<file path="src/rtl/core/dual_lehmer_generator_match_counter_unit_assert.svh">
// Assertion macros shared by the generator pair RTL.
// Depends on a clock named clk and an active-low reset named rst_n in scope.
`ifndef DUAL_LEHMER_GENERATOR_MATCH_COUNTER_UNIT_ASSERT_SVH
`define DUAL_LEHMER_GENERATOR_MATCH_COUNTER_UNIT_ASSERT_SVH

`ifndef ASSERT_OFF
`define DLG_ASSERT_IMP(lbl, ante, cons, msg) \
  lbl: assert property (@(posedge clk) disable iff (!rst_n) (ante) |-> (cons)) else $error(msg);
`define DLG_ASSERT_NXT(lbl, ante, cons, msg) \
  lbl: assert property (@(posedge clk) disable iff (!rst_n) (ante) |=> (cons)) else $error(msg);
`else
`define DLG_ASSERT_IMP(lbl, ante, cons, msg)
`define DLG_ASSERT_NXT(lbl, ante, cons, msg)
`endif

`endif

</file>
<file path="src/rtl/core/dlg_pkg.sv">
// Shared widths, constants and register indexes of the generator pair.
// No dependencies.
package dlg_pkg;

  localparam int GEN_W      = 31;
  localparam int CRIT_W     = 8;
  localparam int CNT_W      = 32;
  localparam int CFG_IDX_W  = 3;
  localparam int CFG_DATA_W = 32;
  localparam int TRIES_W    = 17;
  localparam int MATCH_BITS_DEF = 16;

  localparam logic [GEN_W-1:0]   LEHMER_MOD = 31'h7FFF_FFFF;
  localparam logic [TRIES_W-1:0] MAX_TRIES  = 17'd65536;

  localparam logic [GEN_W-1:0]  FACTOR_A_RST = 31'd16807;
  localparam logic [GEN_W-1:0]  FACTOR_B_RST = 31'd48271;
  localparam logic [CRIT_W-1:0] CRIT_RST     = 8'd1;
  localparam logic [GEN_W-1:0]  SEED_A_RST   = 31'd65;
  localparam logic [GEN_W-1:0]  SEED_B_RST   = 31'd8921;

  localparam logic [CFG_IDX_W-1:0] REG_FACTOR_A = 3'd0;
  localparam logic [CFG_IDX_W-1:0] REG_FACTOR_B = 3'd1;
  localparam logic [CFG_IDX_W-1:0] REG_CRIT_A   = 3'd2;
  localparam logic [CFG_IDX_W-1:0] REG_CRIT_B   = 3'd3;
  localparam logic [CFG_IDX_W-1:0] REG_SEED_A   = 3'd4;
  localparam logic [CFG_IDX_W-1:0] REG_SEED_B   = 3'd5;

endpackage

</file>
<file path="src/rtl/core/dual_lehmer_generator_match_counter_unit.sv">
// Pair of Lehmer generators modulo 2^31-1 with a low-bit match counter.
// Depends on dlg_pkg, dlg_mulmod, dlg_rem and the assertion header.
//
// One step request runs generator A, then generator B, through a single shared
// multiply-and-reduce unit with a product stage and a fold stage. When the
// generator's criterion is above 1, a remainder test follows each multiply
// and multiplying repeats until the remainder is zero; each generator stops
// after 65536 multiplications. The result sits in an output register, so the
// next step is taken while it waits to be read; a step that finishes while
// the previous result is still unread holds until it is. Configuration
// registers are to be written only while no step is in progress; the user
// is bound by this, as the block itself does not enforce it.
`include "dual_lehmer_generator_match_counter_unit_assert.svh"

module dual_lehmer_generator_match_counter_unit #(
  parameter int MATCH_BITS = dlg_pkg::MATCH_BITS_DEF
) (
  input  logic                          clk,
  input  logic                          rst_n,
  input  logic                          in_valid,
  output logic                          in_ready,
  input  logic                          in_restart,
  output logic                          out_valid,
  input  logic                          out_ready,
  output logic [dlg_pkg::GEN_W-1:0]     out_value_a,
  output logic [dlg_pkg::GEN_W-1:0]     out_value_b,
  output logic                          out_matched,
  output logic [dlg_pkg::CNT_W-1:0]     out_match_count,
  input  logic                          cfg_valid,
  output logic                          cfg_ready,
  input  logic [dlg_pkg::CFG_IDX_W-1:0] cfg_index,
  input  logic [dlg_pkg::CFG_DATA_W-1:0] cfg_data
);
  import dlg_pkg::*;

  localparam logic [1:0] S_IDLE = 2'd0;
  localparam logic [1:0] S_MUL  = 2'd1;
  localparam logic [1:0] S_REM  = 2'd2;
  localparam logic [1:0] S_OUT  = 2'd3;

  localparam logic [GEN_W-1:0] MatchMask = {GEN_W{1'b1}} >> (GEN_W - MATCH_BITS);

  logic [GEN_W-1:0]  factor_a_r, factor_b_r, seed_a_r, seed_b_r;
  logic [CRIT_W-1:0] crit_a_r, crit_b_r;

  logic [1:0]         state_r, state_nxt;
  logic               sel_r, sel_nxt;
  logic [TRIES_W-1:0] tries_r, tries_nxt;
  logic [GEN_W-1:0]   gen_a_r, gen_a_nxt, gen_b_r, gen_b_nxt;
  logic [CNT_W-1:0]   total_r, total_nxt;
  logic               out_valid_r, out_valid_nxt;
  logic [GEN_W-1:0]   out_value_a_r, out_value_b_r;
  logic               out_matched_r;
  logic [CNT_W-1:0]   out_count_r;

  logic               in_fire, out_fire, out_load, gen_finish, hit;
  logic [GEN_W-1:0]   cur_gen, cur_fac;
  logic [CRIT_W-1:0]  cur_crit;
  logic               mm_start, mm_done, rem_start, rem_done, rem_zero;
  logic [GEN_W-1:0]   mm_op, mm_fac, mm_res;

  dlg_mulmod u_mulmod (
    .clk    (clk),
    .rst_n  (rst_n),
    .start  (mm_start),
    .op_a   (mm_op),
    .op_b   (mm_fac),
    .done   (mm_done),
    .result (mm_res)
  );

  dlg_rem u_rem (
    .clk      (clk),
    .rst_n    (rst_n),
    .start    (rem_start),
    .dividend (mm_res),
    .divisor  (cur_crit),
    .done     (rem_done),
    .is_zero  (rem_zero)
  );

  assign in_ready  = (state_r == S_IDLE);
  assign in_fire   = in_valid && in_ready;
  assign out_fire  = out_valid_r && out_ready;
  assign cfg_ready = 1'b1;

  assign cur_gen  = sel_r ? gen_b_r : gen_a_r;
  assign cur_fac  = sel_r ? factor_b_r : factor_a_r;
  assign cur_crit = sel_r ? crit_b_r : crit_a_r;
  assign hit      = ((gen_a_r & MatchMask) == (gen_b_r & MatchMask));

  always_comb begin
    state_nxt  = state_r;
    sel_nxt    = sel_r;
    tries_nxt  = tries_r;
    gen_a_nxt  = gen_a_r;
    gen_b_nxt  = gen_b_r;
    total_nxt  = total_r;
    mm_start   = 1'b0;
    mm_op      = cur_gen;
    mm_fac     = cur_fac;
    rem_start  = 1'b0;
    gen_finish = 1'b0;
    out_load   = 1'b0;
    unique case (state_r)
      S_IDLE: begin
        if (in_fire) begin
          sel_nxt   = 1'b0;
          tries_nxt = '0;
          mm_fac    = factor_a_r;
          mm_op     = in_restart ? seed_a_r : gen_a_r;
          mm_start  = 1'b1;
          state_nxt = S_MUL;
          if (in_restart) begin
            gen_a_nxt = seed_a_r;
            gen_b_nxt = seed_b_r;
            total_nxt = '0;
          end
        end
      end
      S_MUL: begin
        if (mm_done) begin
          tries_nxt = tries_r + TRIES_W'(1);
          if (sel_r) begin
            gen_b_nxt = mm_res;
          end else begin
            gen_a_nxt = mm_res;
          end
          if (cur_crit < CRIT_W'(2)) begin
            gen_finish = 1'b1;
          end else begin
            rem_start = 1'b1;
            state_nxt = S_REM;
          end
        end
      end
      S_REM: begin
        if (rem_done) begin
          if (rem_zero || (tries_r == MAX_TRIES)) begin
            gen_finish = 1'b1;
          end else begin
            mm_start  = 1'b1;
            state_nxt = S_MUL;
          end
        end
      end
      S_OUT: begin
        if (!out_valid_r || out_ready) begin
          out_load  = 1'b1;
          state_nxt = S_IDLE;
          if (hit && (total_r != {CNT_W{1'b1}})) begin
            total_nxt = total_r + CNT_W'(1);
          end
        end
      end
      default: begin
        state_nxt = S_IDLE;
      end
    endcase
    if (gen_finish) begin
      if (!sel_r) begin
        sel_nxt   = 1'b1;
        tries_nxt = '0;
        mm_op     = gen_b_r;
        mm_fac    = factor_b_r;
        mm_start  = 1'b1;
        state_nxt = S_MUL;
      end else begin
        state_nxt = S_OUT;
      end
    end
    if (out_load) begin
      out_valid_nxt = 1'b1;
    end else if (out_fire) begin
      out_valid_nxt = 1'b0;
    end else begin
      out_valid_nxt = out_valid_r;
    end
  end

  always_ff @(posedge clk) begin
    if (!rst_n) begin
      state_r     <= S_IDLE;
      sel_r       <= 1'b0;
      tries_r     <= '0;
      gen_a_r     <= SEED_A_RST;
      gen_b_r     <= SEED_B_RST;
      total_r     <= '0;
      out_valid_r <= 1'b0;
      factor_a_r  <= FACTOR_A_RST;
      factor_b_r  <= FACTOR_B_RST;
      crit_a_r    <= CRIT_RST;
      crit_b_r    <= CRIT_RST;
      seed_a_r    <= SEED_A_RST;
      seed_b_r    <= SEED_B_RST;
    end else begin
      state_r     <= state_nxt;
      sel_r       <= sel_nxt;
      tries_r     <= tries_nxt;
      gen_a_r     <= gen_a_nxt;
      gen_b_r     <= gen_b_nxt;
      total_r     <= total_nxt;
      out_valid_r <= out_valid_nxt;
      if (cfg_valid && cfg_ready) begin
        unique case (cfg_index)
          REG_FACTOR_A: factor_a_r <= cfg_data[GEN_W-1:0];
          REG_FACTOR_B: factor_b_r <= cfg_data[GEN_W-1:0];
          REG_CRIT_A:   crit_a_r   <= cfg_data[CRIT_W-1:0];
          REG_CRIT_B:   crit_b_r   <= cfg_data[CRIT_W-1:0];
          REG_SEED_A:   seed_a_r   <= cfg_data[GEN_W-1:0];
          REG_SEED_B:   seed_b_r   <= cfg_data[GEN_W-1:0];
          default: begin
          end
        endcase
      end
    end
  end

  always_ff @(posedge clk) begin
    if (out_load) begin
      out_value_a_r <= gen_a_r;
      out_value_b_r <= gen_b_r;
      out_matched_r <= hit;
      out_count_r   <= total_nxt;
    end
  end

  assign out_valid       = out_valid_r;
  assign out_value_a     = out_value_a_r;
  assign out_value_b     = out_value_b_r;
  assign out_matched     = out_matched_r;
  assign out_match_count = out_count_r;

  `DLG_ASSERT_IMP(a_mm_done_in_mul, mm_done, state_r == S_MUL, "multiply result outside S_MUL")
  `DLG_ASSERT_IMP(a_rem_done_in_rem, rem_done, state_r == S_REM, "remainder result outside S_REM")
  `DLG_ASSERT_IMP(a_tries_bound, state_r != S_IDLE, tries_r <= MAX_TRIES, "try count overrun")
  `DLG_ASSERT_IMP(a_match_counted, out_valid_r && out_matched_r, out_count_r != '0, "match not counted")
  `DLG_ASSERT_NXT(a_load_sets_valid, out_load, out_valid_r, "result register not loaded")

endmodule

</file>
<file path="src/rtl/core/dlg_mulmod.sv">
// Shared multiply and reduce modulo 2^31-1: product stage, then fold stage.
// Depends on dlg_pkg.
module dlg_mulmod (
  input  logic                      clk,
  input  logic                      rst_n,
  input  logic                      start,
  input  logic [dlg_pkg::GEN_W-1:0] op_a,
  input  logic [dlg_pkg::GEN_W-1:0] op_b,
  output logic                      done,
  output logic [dlg_pkg::GEN_W-1:0] result
);
  import dlg_pkg::*;

  logic [2*GEN_W-1:0] prod_r;
  logic               p1_r;
  logic               p2_r;
  logic [GEN_W-1:0]   res_r;
  logic [GEN_W:0]     sum;
  logic [GEN_W:0]     fold;
  logic [GEN_W-1:0]   res_nxt;

  always_comb begin
    sum  = {1'b0, prod_r[2*GEN_W-1:GEN_W]} + {1'b0, prod_r[GEN_W-1:0]};
    fold = {1'b0, sum[GEN_W-1:0]} + {{GEN_W{1'b0}}, sum[GEN_W]};
    if (fold >= {1'b0, LEHMER_MOD}) begin
      res_nxt = GEN_W'(fold - {1'b0, LEHMER_MOD});
    end else begin
      res_nxt = fold[GEN_W-1:0];
    end
  end

  always_ff @(posedge clk) begin
    if (!rst_n) begin
      p1_r <= 1'b0;
      p2_r <= 1'b0;
    end else begin
      p1_r <= start;
      p2_r <= p1_r;
    end
  end

  always_ff @(posedge clk) begin
    if (start) begin
      prod_r <= op_a * op_b;
    end
    if (p1_r) begin
      res_r <= res_nxt;
    end
  end

  assign done   = p2_r;
  assign result = res_r;

endmodule

</file>
<file path="src/rtl/core/dlg_rem.sv">
// Remainder test of a 31-bit value by an 8-bit divisor, eight bits per cycle.
// Depends on dlg_pkg.
module dlg_rem (
  input  logic                       clk,
  input  logic                       rst_n,
  input  logic                       start,
  input  logic [dlg_pkg::GEN_W-1:0]  dividend,
  input  logic [dlg_pkg::CRIT_W-1:0] divisor,
  output logic                       done,
  output logic                       is_zero
);
  import dlg_pkg::*;

  logic [GEN_W:0]      sh_r;
  logic [CRIT_W-1:0]   div_r;
  logic [CRIT_W-1:0]   rem_r;
  logic [1:0]          cnt_r;
  logic                run_r;
  logic                done_r;

  function automatic logic [CRIT_W-1:0] rem_step8(
    input logic [CRIT_W-1:0] r,
    input logic [7:0]        bits,
    input logic [CRIT_W-1:0] d
  );
    logic [CRIT_W:0]   t;
    logic [CRIT_W-1:0] acc;
    acc = r;
    for (int i = 7; i >= 0; i--) begin
      t = {acc, bits[i]};
      if (t >= {1'b0, d}) begin
        t = t - {1'b0, d};
      end
      acc = t[CRIT_W-1:0];
    end
    return acc;
  endfunction

  always_ff @(posedge clk) begin
    if (!rst_n) begin
      run_r  <= 1'b0;
      done_r <= 1'b0;
      cnt_r  <= 2'd0;
    end else begin
      done_r <= 1'b0;
      if (start) begin
        run_r <= 1'b1;
        cnt_r <= 2'd0;
      end else if (run_r) begin
        cnt_r <= cnt_r + 2'd1;
        if (cnt_r == 2'd3) begin
          run_r  <= 1'b0;
          done_r <= 1'b1;
        end
      end
    end
  end

  always_ff @(posedge clk) begin
    if (start) begin
      sh_r  <= {1'b0, dividend};
      div_r <= divisor;
      rem_r <= '0;
    end else if (run_r) begin
      sh_r  <= {sh_r[GEN_W-8:0], 8'd0};
      rem_r <= rem_step8(rem_r, sh_r[GEN_W:GEN_W-7], div_r);
    end
  end

  assign done    = done_r;
  assign is_zero = (rem_r == '0);

endmodule

</file>
<file path="config.mk">
export PLATFORM = sky130hd
export DESIGN_NAME = dual_lehmer_generator_match_counter_unit
export DESIGN_NICKNAME = d
export VERILOG_FILES = /design/src/rtl/core/dlg_pkg.sv /design/src/rtl/core/dual_lehmer_generator_match_counter_unit.sv /design/src/rtl/core/dlg_mulmod.sv /design/src/rtl/core/dlg_rem.sv
export VERILOG_INCLUDE_DIRS = /design/src /design/src/rtl/core
export SDC_FILE = /design/constraint.sdc
export NUM_CORES = 2
export LEC_CHECK = 0
export ABC_CLOCK_PERIOD_IN_PS = 20300
export BUFFER_PORTS_ARGS = -buffer_cell sky130_fd_sc_hd__buf_4
export CAP_MARGIN = 20
export CORE_MARGIN = 2
export CORE_UTILIZATION = 47
export DETAILED_ROUTE_END_ITERATION = 10
export GPL_ROUTABILITY_DRIVEN = 0
export PLACE_DENSITY = 0.7
export SYNTH_ARGS = -nofsm -noshare
export SYNTH_HDL_FRONTEND = slang
export SYNTH_SLANG_ARGS = --single-unit
export TNS_END_PERCENT = 10
</file>
<file path="constraint.sdc">
create_clock -name clk -period 20.3 [get_ports clk]
set_clock_uncertainty 0.05 [all_clocks]
set_input_delay 4.06 -clock clk [delete_from_list [all_inputs] [get_ports clk]]
set_output_delay 4.06 -clock clk [all_outputs]
set_load 0.02 [all_outputs]
</file>
==> impl_metrics.tcl <==
set metrics [dict create \
    grt_max_degree 130 \
    dp_hpwl_um 122200 \
    min_from "factor_b_r[28]$_SDFFE_PN0P_" \
    ff_latch_area_mm2 0.01222 \
    ys_seq_elements 497 \
    synth.largest_area_cell "fa_1" \
    die_height_um 351.5 \
    met2WireLength_um 74440 \
    maxCapViolations 0 \
    cts_max_level 2 \
    crit_path_start_kind "flop" \
    cp.arrival_ns 19.27 \
    final_cell_mix "nand2_1, inv_1, fa_1, ha_1, dfxtp_1" \
    portBuffers 136 \
    cts_tree "yes" \
    r2r_cells 79 \
    fin_crit_sh_pct 92.79 \
    cp_max_fo 13 \
    drt_iter0_drc 3876 \
    reg2reg_from "u_rem.div_r[6]$_DFFE_PP_" \
    nets 7511 \
    yosys_warnings 0 \
    async_flop_share_pct 0 \
    viasPerCell 5.632 \
    cts.clk_slew.worst_paths_ns 0.06 \
    status "completed" \
    crit_type "flop to flop" \
    clk_latency_ns 0.64 \
    drtPass1Iterations 7 \
    drive_above_1_share_pct 7.484 \
    path_buf_inv 5 \
    cts.sinks 497 \
    yosysTopAreaCellShare_pct 29.84 \
    end_kind "flop" \
    critPathSlowestCell "ha_2" \
    synth_cells 6310 \
    area_growth_pct 8.208 \
    hold_end "factor_b_r[28]$_SDFFE_PN0P_" \
    start_util_pct 47.37 \
    critical-path-top-delay-family "compound AO/OA/AOI/OAI gates" \
    max_stage_delay_ns 0.47 \
    wl_met1_um 66070 \
    clock_path_buffers 3 \
    die-area_mm2 0.1235 \
    die_w_um 351.5 \
    avgRoutedWirePerCell_um 20.56 \
    highest_layer "met4" \
    setup_viol 0 \
    required_ns 20.73 \
    hold_viol 0 \
    drt-total-wl_um 162900 \
    n_fill_cell 10940 \
    relSlewSlack_pct 16.11 \
    ys_seq_area_share_pct 21.54 \
    drc 0 \
    fmax_mhz 53.09 \
    grt_pass1_vias 45300 \
    tns_ns 0 \
    grt_pass1_wl_um 255000 \
    final_common_cell "nand2_1" \
    vias 44610 \
    rrSetupSlack_ns 1.46 \
    rsz0062_at_grt "false" \
    synth_nets 7558 \
    multiInputGateArea_mm2 0.04013 \
    r2r_end "u_rem.rem_r[6]$_SDFFE_PP0P_" \
    antenna_found_initial 1 \
    tightest_slew_ns 1.258 \
    rows 127 \
    io-pin-count 139 \
    synth_area_leaders "fa_1, edfxtp_1, dfxtp_1, nand2_1, ha_1" \
    synth_cell_types 94 \
    numCtsBuffers 52 \
    avgSynthCellArea_um2 8.994 \
    coreArea_mm2 0.1198 \
    drtAntennaViolNets 0 \
    finalMaxSlewViolations 0 \
    dr_wl_met3_um 14060 \
    min_period_ns 18.84 \
    cts-root-buf "clkbuf_16" \
    grt.overflow.total 0 \
    syn-cell-area_mm2 0.05675 \
    grt_use_total_pct 26.55 \
    min_path_type "flop to flop" \
    synth_top_flop_cell "dfxtp_1" \
    cpMostUsedCell "a21o_1" \
    synth_edf_count 227 \
    worstHoldPathCells 2 \
]
worst min-delay path, stage by stage, from the launching register on:
cell and delay, ns:
dfxtp_1 0.30, nand2_1 0.04, a21boi_0 0.06
layout make-up:
type / count / area share [%]
diodes: 3 / 0.01222
clock buffers: 70 / 2.361
clock inverters: 28 / 0.4727
inverters: 946 / 5.788
multi-input cells: 4539 / 65.35
flip-flops and latches: 497 / 19.90
well taps: 1612 / 3.284
repair buffers: 227 / 2.834
worst max-delay path by stage:
stage	from	to	slack (ns)	depth (start not counted)
final	u_rem.div_r[6]$_DFFE_PP_	u_rem.rem_r[6]$_SDFFE_PP0P_	1.46	79
after global routing	u_rem.div_r[6]$_DFFE_PP_	u_rem.rem_r[1]$_SDFFE_PP0P_	0.0009	79
after detailed placement	u_rem.div_r[6]$_DFFE_PP_	u_rem.rem_r[6]$_SDFFE_PP0P_	0.45	78
after floorplan	u_rem.div_r[1]$_DFFE_PP_	u_rem.rem_r[2]$_SDFFE_PP0P_	2.49	81
after CTS	u_rem.div_r[6]$_DFFE_PP_	u_rem.rem_r[6]$_SDFFE_PP0P_	0.33	78
after global placement	u_rem.div_r[6]$_DFFE_PP_	u_rem.rem_r[6]$_SDFFE_PP0P_	0.92	78
cells in the mapped netlist, drive strengths merged (24+ instances only):
cell,count
a211oi,43
a21boi,150
a21o,88
a21oi,149
a31oi,24
and2,101
clkbuf,307
dfxtp,270
edfxtp,227
fa,846
ha,361
inv,946
mux2,68
mux2i,60
nand2,1373
nand2b,62
nand3,126
nand4,47
nor2,269
nor2b,75
nor3,36
o211a,28
o21a,31
o21ai,147
xnor2,116
xor2,62
logic make-up after synthesis:
group | after synthesis | synth area share [%]
AO/OA/AOI/OAI | 827 | 10.15
AND/OR/NAND/NOR | 2198 | 16.85
flip-flops | 497 | 21.54
multiplexers | 128 | 2.421
XOR/XNOR | 178 | 2.747
adder cells (fa/ha/maj) | 1207 | 37.80
buffers and inverters | 1274 | 8.495
other | 1 | 0.006608
sequential cells by signal (all words and copies together) (netlist names), 8 cells and up:
register         flops
out_match_count     32
crit_b_r             8
total_r             32
u_rem.div_r          8
gen_b_r             31
u_rem.sh_r          32
factor_b_r          31
factor_a_r          31
tries_r             17
seed_a_r            31
gen_a_r             31
u_mulmod.prod_r     62
crit_a_r             8
u_rem.rem_r          8
seed_b_r            31
u_mulmod.result     31
out_value_b         31
out_value_a         31
repair_timing:
| action | 4_1_cts | 5_1_grt |
|---|---|---|
| hold buffers | 0 | 0 |
| endpoints found under the setup margin | 0 | 8 |
| buffers inserted | 0 | 1 |
| resized for setup | 0 | 15 |
metrics by stage:
stage	utilization [%]	setup slack, ns	instances	instance area, µm²	hold WS, ns
floorplan	-	2.489	6310	56750	0.3816
finish	51.26	1.464	7922	61410	0.4090
CTS	51.14	0.3318	7916	61270	0.4172
global placement	49.69	0.9212	7818	59530	0.3942
global route	51.25	0.0008615	7919	61400	0.4276
detailed placement	49.69	0.4473	7818	59530	0.4036
per-layer routing:
layer / vias up / track usage [%]
li1: 19960 / -
met1: 22310 / 35.01
met2: 1961 / 42.87
met3: 383 / 4.383
met4: 0 / 12.34
met5: - / 0
Power is not shown: default switching activity piles up to over one toggle a cycle in this logic, so the estimate is an artifact.
